`src/sv/bsi_pkg.sv`:
```
package bsi_pkg;

    // Sections the design is built for; the section field is five bits wide,
    // so no more than 32 of them can be named.
    localparam int NUM_SECTIONS = 32;
    localparam int SECT_LIMIT   = (NUM_SECTIONS < 32) ? NUM_SECTIONS : 32;

    localparam logic [2:0] OP_START    = 3'd0;
    localparam logic [2:0] OP_CROSSING = 3'd1;
    localparam logic [2:0] OP_ENTRY    = 3'd2;
    localparam logic [2:0] OP_EXIT     = 3'd3;
    localparam logic [2:0] OP_REQUEST  = 3'd4;
    localparam logic [2:0] OP_CANCEL   = 3'd5;

    localparam logic [1:0] KIND_PERMIT   = 2'd0;
    localparam logic [1:0] KIND_PROHIBIT = 2'd1;
    localparam logic [1:0] KIND_ESTOP    = 2'd2;

    localparam logic [3:0] ERR_NONE              = 4'd0;
    localparam logic [3:0] ERR_RANGE             = 4'd1;
    localparam logic [3:0] ERR_CROSS_PENDING     = 4'd2;
    localparam logic [3:0] ERR_CROSS_OCCUPIED    = 4'd3;
    localparam logic [3:0] ERR_CROSS_NO_TRAIN    = 4'd4;
    localparam logic [3:0] ERR_ENTRY_NO_REQUEST  = 4'd5;
    localparam logic [3:0] ERR_ENTRY_OCCUPIED    = 4'd6;
    localparam logic [3:0] ERR_EXIT_NO_POINT     = 4'd7;
    localparam logic [3:0] ERR_EXIT_EMPTY        = 4'd8;
    localparam logic [3:0] ERR_REQ_NO_POINT      = 4'd9;
    localparam logic [3:0] ERR_REQ_OCCUPIED      = 4'd10;
    localparam logic [3:0] ERR_REQ_PREV_OCCUPIED = 4'd11;
    localparam logic [3:0] ERR_CAN_NO_POINT      = 4'd12;
    localparam logic [3:0] ERR_CAN_NO_REQUEST    = 4'd13;
    localparam logic [3:0] ERR_CAN_OCCUPIED      = 4'd14;

    localparam logic [1:0] CFG_SECTION_COUNT     = 2'd0;
    localparam logic [1:0] CFG_ENTRY_MASK        = 2'd1;
    localparam logic [1:0] CFG_INITIAL_OCCUPANCY = 2'd2;

    typedef struct packed {
        logic [2:0] op;
        logic [4:0] section;
    } t_in;

    typedef struct packed {
        logic [1:0] kind;
        logic [4:0] target_section;
        logic [3:0] error_code;
        logic       granted;
        logic       estop_latched;
        logic       last;
    } t_out;

    typedef struct packed {
        logic load;
        logic exec;
        logic second;
        logic range_step;
        logic scan_step;
    } t_cmd;

    typedef struct packed {
        logic start_op;
        logic range_hit;
        logic range_done;
        logic scan_done;
        logic two;
    } t_stat;

endpackage

```
`src/sv/bsi_ctrl.sv`:
```
module bsi_ctrl
    import bsi_pkg::*;
(
    input  logic  i_clk,
    input  logic  i_rst_n,
    input  logic  i_start,
    input  t_stat i_stat,
    output t_cmd  o_cmd,
    output logic  o_busy
);

    typedef enum logic [2:0] {
        S_IDLE,
        S_EXEC,
        S_SECOND,
        S_RANGE,
        S_SCAN
    } t_state;

    t_state r_state;
    t_state n_state;

    always_comb begin
        n_state = r_state;
        o_cmd   = '0;
        case (r_state)
            S_IDLE: begin
                if (i_start) begin
                    o_cmd.load = 1'b1;
                    n_state    = i_stat.start_op ? S_RANGE : S_EXEC;
                end
            end
            S_EXEC: begin
                o_cmd.exec = 1'b1;
                n_state    = i_stat.two ? S_SECOND : S_IDLE;
            end
            S_SECOND: begin
                o_cmd.second = 1'b1;
                n_state      = S_IDLE;
            end
            S_RANGE: begin
                o_cmd.range_step = 1'b1;
                if (i_stat.range_hit) begin
                    n_state = S_IDLE;
                end else if (i_stat.range_done) begin
                    n_state = S_SCAN;
                end
            end
            S_SCAN: begin
                o_cmd.scan_step = 1'b1;
                if (i_stat.scan_done) begin
                    n_state = S_IDLE;
                end
            end
            default: begin
                n_state = S_IDLE;
            end
        endcase
    end

    always_ff @(posedge i_clk) begin
        if (!i_rst_n) begin
            r_state <= S_IDLE;
        end else begin
            r_state <= n_state;
        end
    end

    assign o_busy = (r_state != S_IDLE);

    a_accept_busy: assert property (@(posedge i_clk) disable iff (!i_rst_n)
        (i_start && !o_busy) |=> o_busy)
        else $error("accepted event did not make the block busy");

    a_exec_next: assert property (@(posedge i_clk) disable iff (!i_rst_n)
        (r_state == S_EXEC) |=> (r_state == S_IDLE || r_state == S_SECOND))
        else $error("single event took an unexpected path");

    a_second_done: assert property (@(posedge i_clk) disable iff (!i_rst_n)
        (r_state == S_SECOND) |=> (r_state == S_IDLE))
        else $error("second notice did not end the event");

endmodule

```
`src/sv/bsi_dpath.sv`:
```
module bsi_dpath
    import bsi_pkg::*;
(
    input  logic        i_clk,
    input  logic        i_rst_n,
    input  logic        i_cfg_we,
    input  logic [1:0]  i_cfg_idx,
    input  logic [31:0] i_cfg_wdata,
    input  t_in         i_in,
    input  t_cmd        i_cmd,
    output t_stat       o_stat,
    output logic        o_valid,
    output t_out        o_out
);

    logic [5:0]  r_section_count;
    logic [31:0] r_entry_mask;
    logic [31:0] r_init_occ;
    logic [31:0] r_occ;
    logic [31:0] r_pend;
    logic        r_estop;
    logic [2:0]  r_op;
    logic [4:0]  r_sec;
    logic [4:0]  r_prev;
    logic [5:0]  r_idx;
    logic [31:0] r_scan;
    logic        r_valid;
    logic        n_valid;
    t_out        r_out;

    logic [5:0]  eff_n;
    logic [31:0] in_use;
    logic        in_range;
    logic [4:0]  prev;
    logic        has_entry;
    logic        occ_s;
    logic        occ_p;
    logic        pend_s;
    logic [31:0] sbit;
    logic [31:0] pbit;
    logic        e_valid;
    logic        e_two;
    logic [1:0]  e_kind;
    logic [3:0]  e_code;
    logic        e_granted;
    logic [31:0] e_occ;
    logic [31:0] e_pend;
    logic [31:0] idx_bit;
    logic [31:0] scan_left;
    logic [31:0] start_occ;

    always_comb begin
        if (r_section_count == 6'd0) begin
            eff_n = 6'd1;
        end else if (r_section_count > 6'(SECT_LIMIT)) begin
            eff_n = 6'(SECT_LIMIT);
        end else begin
            eff_n = r_section_count;
        end
    end

    assign in_use    = 32'((33'd1 << eff_n) - 33'd1);
    assign in_range  = ({1'b0, r_sec} < eff_n);
    assign prev      = (r_sec == 5'd0) ? 5'(eff_n - 6'd1) : r_sec - 5'd1;
    assign has_entry = r_entry_mask[r_sec];
    assign occ_s     = r_occ[r_sec];
    assign occ_p     = r_occ[prev];
    assign pend_s    = r_pend[r_sec];
    assign sbit      = 32'd1 << r_sec;
    assign pbit      = 32'd1 << prev;

    // Rules of one event, checked in the order of their error codes.
    always_comb begin
        e_valid   = 1'b1;
        e_two     = 1'b0;
        e_kind    = KIND_ESTOP;
        e_code    = ERR_NONE;
        e_granted = 1'b0;
        e_occ     = r_occ;
        e_pend    = r_pend;
        if (r_op > OP_CANCEL || r_op == OP_START) begin
            e_valid = 1'b0;
        end else if (!in_range) begin
            e_code = ERR_RANGE;
        end else begin
            case (r_op)
                OP_CROSSING: begin
                    if (has_entry && pend_s) begin
                        e_code = ERR_CROSS_PENDING;
                    end else if (occ_s) begin
                        e_code = ERR_CROSS_OCCUPIED;
                    end else if (!occ_p) begin
                        e_code = ERR_CROSS_NO_TRAIN;
                    end else begin
                        e_kind = KIND_PROHIBIT;
                        e_two  = 1'b1;
                        e_occ  = (r_occ | sbit) & ~pbit;
                    end
                end
                OP_ENTRY: begin
                    if (!pend_s) begin
                        e_code = ERR_ENTRY_NO_REQUEST;
                    end else if (occ_s) begin
                        e_code = ERR_ENTRY_OCCUPIED;
                    end else begin
                        e_kind = KIND_PROHIBIT;
                        e_pend = r_pend & ~sbit;
                        e_occ  = r_occ | sbit;
                    end
                end
                OP_EXIT: begin
                    if (!has_entry) begin
                        e_code = ERR_EXIT_NO_POINT;
                    end else if (!occ_s) begin
                        e_code = ERR_EXIT_EMPTY;
                    end else begin
                        e_kind = KIND_PERMIT;
                        e_occ  = r_occ & ~sbit;
                        e_pend = r_pend & ~sbit;
                    end
                end
                OP_REQUEST: begin
                    if (!has_entry) begin
                        e_code = ERR_REQ_NO_POINT;
                    end else if (occ_s) begin
                        e_code = ERR_REQ_OCCUPIED;
                    end else if (occ_p) begin
                        e_code = ERR_REQ_PREV_OCCUPIED;
                    end else begin
                        e_kind    = KIND_PROHIBIT;
                        e_granted = 1'b1;
                        e_pend    = r_pend | sbit;
                    end
                end
                default: begin
                    if (!has_entry) begin
                        e_code = ERR_CAN_NO_POINT;
                    end else if (!pend_s) begin
                        e_code = ERR_CAN_NO_REQUEST;
                    end else if (occ_s) begin
                        e_code = ERR_CAN_OCCUPIED;
                    end else begin
                        e_kind = KIND_PERMIT;
                        e_pend = r_pend & ~sbit;
                    end
                end
            endcase
        end
    end

    assign idx_bit   = 32'd1 << r_idx[4:0];
    assign scan_left = r_scan & ~idx_bit;
    assign start_occ = r_occ | r_init_occ;

    always_comb begin
        o_stat            = '0;
        o_stat.start_op   = (i_in.op == OP_START);
        o_stat.range_done = r_idx[5];
        o_stat.range_hit  = !r_idx[5] && r_init_occ[r_idx[4:0]];
        o_stat.scan_done  = (scan_left == 32'd0);
        o_stat.two        = e_two;
    end

    assign n_valid = (i_cmd.exec && e_valid) || i_cmd.second
                     || (i_cmd.range_step && !r_idx[5] && r_init_occ[r_idx[4:0]])
                     || (i_cmd.scan_step && r_scan[r_idx[4:0]]);

    always_ff @(posedge i_clk) begin
        if (!i_rst_n) begin
            r_section_count <= 6'(SECT_LIMIT);
            r_entry_mask    <= '0;
            r_init_occ      <= '0;
            r_occ           <= '0;
            r_pend          <= '0;
            r_estop         <= 1'b0;
            r_valid         <= 1'b0;
        end else begin
            r_valid <= n_valid;
            if (i_cfg_we) begin
                case (i_cfg_idx)
                    CFG_SECTION_COUNT:     r_section_count <= i_cfg_wdata[5:0];
                    CFG_ENTRY_MASK:        r_entry_mask    <= i_cfg_wdata;
                    CFG_INITIAL_OCCUPANCY: r_init_occ      <= i_cfg_wdata;
                    default: begin
                    end
                endcase
            end
            if (i_cmd.exec) begin
                r_occ   <= e_occ;
                r_pend  <= e_pend;
                if (e_valid && e_kind == KIND_ESTOP) begin
                    r_estop <= 1'b1;
                end
            end
            if (i_cmd.range_step && !r_idx[5] && r_init_occ[r_idx[4:0]]) begin
                r_estop <= 1'b1;
            end
            if (i_cmd.range_step && r_idx[5]) begin
                r_occ <= start_occ;
            end
        end
    end

    // Payload registers.
    always_ff @(posedge i_clk) begin
        if (i_cmd.load) begin
            r_op  <= i_in.op;
            r_sec <= i_in.section;
            r_idx <= eff_n;
        end
        if (i_cmd.exec) begin
            r_prev                 <= prev;
            r_out.kind             <= e_kind;
            r_out.target_section   <= r_sec;
            r_out.error_code       <= e_code;
            r_out.granted          <= e_granted;
            r_out.estop_latched    <= r_estop || (e_kind == KIND_ESTOP);
            r_out.last             <= !e_two;
        end
        if (i_cmd.second) begin
            r_out.kind           <= KIND_PERMIT;
            r_out.target_section <= r_prev;
            r_out.error_code     <= ERR_NONE;
            r_out.granted        <= 1'b0;
            r_out.estop_latched  <= r_estop;
            r_out.last           <= 1'b1;
        end
        if (i_cmd.range_step) begin
            if (r_idx[5]) begin
                // Out-of-range walk passed; start the permit walk from section zero.
                r_scan <= ~start_occ & in_use;
                r_idx  <= 6'd0;
            end else begin
                r_idx                <= r_idx + 6'd1;
                r_out.kind           <= KIND_ESTOP;
                r_out.target_section <= r_idx[4:0];
                r_out.error_code     <= ERR_RANGE;
                r_out.granted        <= 1'b0;
                r_out.estop_latched  <= 1'b1;
                r_out.last           <= 1'b1;
            end
        end
        if (i_cmd.scan_step) begin
            r_idx                <= r_idx + 6'd1;
            r_scan               <= scan_left;
            r_out.kind           <= KIND_PERMIT;
            r_out.target_section <= r_idx[4:0];
            r_out.error_code     <= ERR_NONE;
            r_out.granted        <= 1'b0;
            r_out.estop_latched  <= r_estop;
            r_out.last           <= (scan_left == 32'd0);
        end
    end

    assign o_valid = r_valid;
    assign o_out   = r_out;

    a_estop_last: assert property (@(posedge i_clk) disable iff (!i_rst_n)
        (r_valid && r_out.kind == KIND_ESTOP) |-> (r_out.last && r_out.estop_latched))
        else $error("estop beat must be final and carry the latched flag");

    a_estop_sticky: assert property (@(posedge i_clk)
        (i_rst_n && $past(i_rst_n) && $past(r_estop)) |-> r_estop)
        else $error("estop flag cleared outside reset");

    a_grant_prohibit: assert property (@(posedge i_clk) disable iff (!i_rst_n)
        (r_valid && r_out.granted) |-> (r_out.kind == KIND_PROHIBIT && r_out.last))
        else $error("grant on a beat that is not a final prohibit notice");

endmodule

```
`src/sv/block_signal_interlock_top.sv`:
```
// Single events: accepted at one edge, executed in the next cycle, result beat in the cycle
// after that; busy drops with the final beat, and a crossing adds a second beat for the section behind.
// Start: one cycle per section from the section count up to 31 for the range walk (ending
// at the first hit), then the occupancy is taken, then one cycle per section up to the
// last empty one for the permit walk, each permit a beat of its own.
// Results are strobed for one cycle on o_valid; the receiver cannot stall.
// Synchronous active-low reset clears occupancy, pending entries, estop, masks; 32 sections.
module block_signal_interlock_top
    import bsi_pkg::*;
(
    input  logic        i_clk,
    input  logic        i_rst_n,
    input  logic        i_cfg_we,
    input  logic [1:0]  i_cfg_idx,
    input  logic [31:0] i_cfg_wdata,
    input  logic        i_start,
    input  t_in         i_in,
    output logic        o_busy,
    output logic        o_valid,
    output t_out        o_out
);

    t_cmd  cmd;
    t_stat stat;

    bsi_ctrl u_ctrl (
        .i_clk   (i_clk),
        .i_rst_n (i_rst_n),
        .i_start (i_start),
        .i_stat  (stat),
        .o_cmd   (cmd),
        .o_busy  (o_busy)
    );

    bsi_dpath u_dpath (
        .i_clk       (i_clk),
        .i_rst_n     (i_rst_n),
        .i_cfg_we    (i_cfg_we),
        .i_cfg_idx   (i_cfg_idx),
        .i_cfg_wdata (i_cfg_wdata),
        .i_in        (i_in),
        .i_cmd       (cmd),
        .o_stat      (stat),
        .o_valid     (o_valid),
        .o_out       (o_out)
    );

endmodule

```
`config.mk`:
```
export PLATFORM = sky130hd
export DESIGN_NAME = block_signal_interlock_top
export DESIGN_NICKNAME = d
export VERILOG_FILES = /design/src/sv/bsi_pkg.sv /design/src/sv/bsi_ctrl.sv /design/src/sv/bsi_dpath.sv /design/src/sv/block_signal_interlock_top.sv
export SDC_FILE = /design/constraint.sdc
export NUM_CORES = 1
export LEC_CHECK = 0
export BUFFER_PORTS_ARGS = -buffer_cell sky130_fd_sc_hd__buf_2
export CELL_PAD_IN_SITES_DETAIL_PLACEMENT = 1
export CELL_PAD_IN_SITES_GLOBAL_PLACEMENT = 2
export CORE_MARGIN = 3
export CORE_UTILIZATION = 34
export CTS_CLUSTER_DIAMETER = 200
export CTS_CLUSTER_SIZE = 14
export DETAILED_ROUTE_END_ITERATION = 10
export GPL_TIMING_DRIVEN = 0
export PLACE_DENSITY = 0.75
export SYNTH_ARGS = -nofsm -noshare
export SYNTH_HDL_FRONTEND = slang
export SYNTH_SLANG_ARGS = --single-unit
```
`constraint.sdc`:
```
create_clock -name i_clk -period 4.15 [get_ports i_clk]
set_input_delay 0.83 -clock i_clk [delete_from_list [all_inputs] [get_ports i_clk]]
set_output_delay 0.83 -clock i_clk [all_outputs]
set_load 0.05 [all_outputs]
```
==> metrics.txt <==
outcome=finished clean; Final Setup Violations=0; reg-to-reg startpoint=u_dpath.r_section_count[0]; filler instances=4390; Req. time, crit path=4590 ps; row count=69; Die W=198 um; Final Non-Filler Cells=2104; synth unique cells=78; port bufs=61; period utilization=0.994; worst vdd ir=266 uV; Cell Pwr Density=331 mW/mm^2; first-pass GRT wire length=83.9 mm; via/cell ratio=6.07; CTS buffer count=18; nature of the critical path startpoint=register; Syn Inst Count=1535; clock latency on the worst-skew pair=520 ps; vias in the first global route=12900; gr usage total=0.285; Seq cells post-synth=204; Util after Layout=0.402; largest net degree at the start of global routing=23; number of diodes=0; max-cap violations=0; Worst-Margin Slew=1150 ps; RSZ-0062 raised after global routing=true; htree depth=1; gr ovfl total=0; clock tree buffer depth=3; Worst Setup Slack, final=25.3 ps; share of layout cells above drive strength 1=0.143; fmax=0.242 GHz; DR pass1 iterations=6; Net count, final=1696; Clk pin slew, worst setup/hold paths=80 ps; Post-synth EDFFs=51; Final ANT Viol Nets=0; skew final=21.7 ps; static leakage=0.00500 uW; Max FO, Critical Path=10; # IOs=62; P&R area growth vs syn=15.4%; DP Worst Slack=-1080 ps; Starting Density=0.348; Vias=12800; Syn Nets=1594; register area share after synthesis=0.367; min Tclk post-route=4120 ps; Root Buffer=clkbuf_16; RD Place Congestion=0.998; ys async rst share=0; CP Capture Type=register; wire per inst=27.1 um; CTS Hold Bufs=0; CP arrival=4560 ps; final hold vios=0; Worst Hold Class=register to register; sum of negative setup slack=0 ps; CTS tree=yes; hpwl dp=42.7 mm; die height=198 um; drt total wl=56.9 mm; initial antenna violation count=3; headroom to the max-slew limit=0.225; Slew Limit Fails=0; Crit Path Category=register to register; ys flop type=dfxtp_1; die area=0.0391 mm^2; HP Start=u_dpath.r_entry_mask[24]; Ys Warns=0; Core ar.=0.0359 mm^2; Initial DRC Count=1215; placed insts=2058; Cell Area, Synth=0.0125 mm^2; CTS Sinks=204; CP Launch Point=u_dpath.r_section_count[0]; # DRC=0; post-synthesis area per instance=8.15 um^2
-- through the flow --
stage | cell area (um^2) | total power (uW) | hold WS, ps
after floorplan | 12500 | 2790 | 433
after global placement | 13400 | 3110 | 441
after detailed placement | 13400 | 3130 | 449
after CTS | 14200 | 4780 | 457
after global routing | 14400 | 4960 | 477
final | 14400 | 4770 | 453
-- cells in the mapped netlist, drive strengths merged, types with 7 or more instances --
cell / instances / share of area
nand2b: 22 / 0.011
or4: 16 / 0.011
o41ai: 9 / 0.0063
and3: 7 / 0.0035
nor2: 129 / 0.039
nor3: 33 / 0.014
dfxtp: 153 / 0.24
or2: 8 / 0.0040
or3: 38 / 0.019
o211ai: 7 / 0.0042
mux2i: 57 / 0.046
mux4: 30 / 0.054
nor4: 7 / 0.0035
o21a: 9 / 0.0054
nand3: 23 / 0.0096
inv: 29 / 0.0087
a22oi: 17 / 0.011
a31oi: 10 / 0.0050
mux2: 7 / 0.0063
xnor2: 7 / 0.0049
nor2b: 7 / 0.0035
a21oi: 203 / 0.082
buf: 31 / 0.017
nand4: 7 / 0.0035
edfxtp: 51 / 0.12
ha: 13 / 0.013
nand2: 214 / 0.064
a221oi: 33 / 0.024
o22ai: 11 / 0.0055
o21ai: 164 / 0.066
a211oi: 10 / 0.0060
clkbuf: 95 / 0.029
-- power by group --
| part | total [uW] | switching (uW) | leakage (uW) | internal (uW) |
|---|---|---|---|---|
| registers | 2200 | 84.8 | 0.00171 | 2110 |
| clock network | 1610 | 808 | 0.000240 | 802 |
| logic | 963 | 650 | 0.00305 | 313 |
-- routing by layer --
metal	GRT usage	part of all wire	vias up
met3	0.0490	0.074	96
li1	-	-	5833
met2	0.462	0.46	478
met1	0.393	0.44	6369
met5	0	0.00014	-
met4	0.0826	0.029	2
-- worst paths after layout --
| kind | endpoint | depth (start not counted) | slack [ps] |
|---|---|---|---|
| worst max-delay path | register | 14 | 30 |
| worst min-delay path | u_dpath.r_entry_mask[24] | 2 | 450 |
| worst max register to register | register | 14 | 30 |
| worst min register to register | u_dpath.r_entry_mask[24] | 2 | 450 |
-- logic make-up (layout without fill, tap and decap cells) --
kind of cell / Yosys count / in the layout / share of synthesized area
and+or+nand+nor: 534 / 534 / 0.199
AOI/OAI and AO/OA: 519 / 519 / 0.249
DFF: 204 / 204 / 0.367
buffers and inverters: 155 / 263 / 0.0537
muxes: 94 / 94 / 0.106
adders and majority gates: 15 / 15 / 0.0146
xor gates and xnor gates: 13 / 13 / 0.00911
other: 1 / 1 / 0.000300
-- repair_timing --
item,in CTS,in global routing
setup buffers,16,6
setup endpoints to repair,74,69
resized for setup,41,53
pin swaps,9,17
gates cloned,1,0
-- critical path, stage by stage (launching register included) --
cell and delay, ps:
dfxtp_1 360, clkbuf_1 500, o211ai_1 290, nand2_2 160, ha_4 230, inv_4 70
mux4_2 520, mux2i_4 210, a221oi_4 100, a22oi_4 260, a21oi_4 110, or4_4 620
buf_6 150, or3_4 320, a21oi_2 130
-- cell usage in the layout (no fill, tap or decap), drive strengths merged, types with 8 or more instances in the layout --
cell,Yosys,final
a211oi,10,10
a21oi,203,203
a221oi,33,33
a22oi,17,17
a31oi,10,10
buf,31,116
clkbuf,95,115
dfxtp,153,153
edfxtp,51,51
ha,13,13
inv,29,28
mux2i,57,57
mux4,30,30
nand2,214,214
nand2b,22,22
nand3,23,23
nor2,129,129
nor3,33,33
o21a,9,9
o21ai,164,164
o22ai,11,11
o41ai,9,9
or2,8,8
or3,38,38
or4,16,16
-- final cells by class --
type | instances | area, um^2 | area share
Multi-Input combinational cell | 1176 | 7480 | 0.518
Sequential cell | 204 | 4600 | 0.319
Buffer | 123 | 626 | 0.0434
Tap cell | 461 | 577 | 0.0400
Timing Repair Buffer | 85 | 534 | 0.0370
Clock buffer | 24 | 473 | 0.0328
Inverter | 29 | 115 | 0.00798
Clock inverter | 2 | 25.0 | 0.00174
Note: power is estimated with default switching activity, not from simulation.
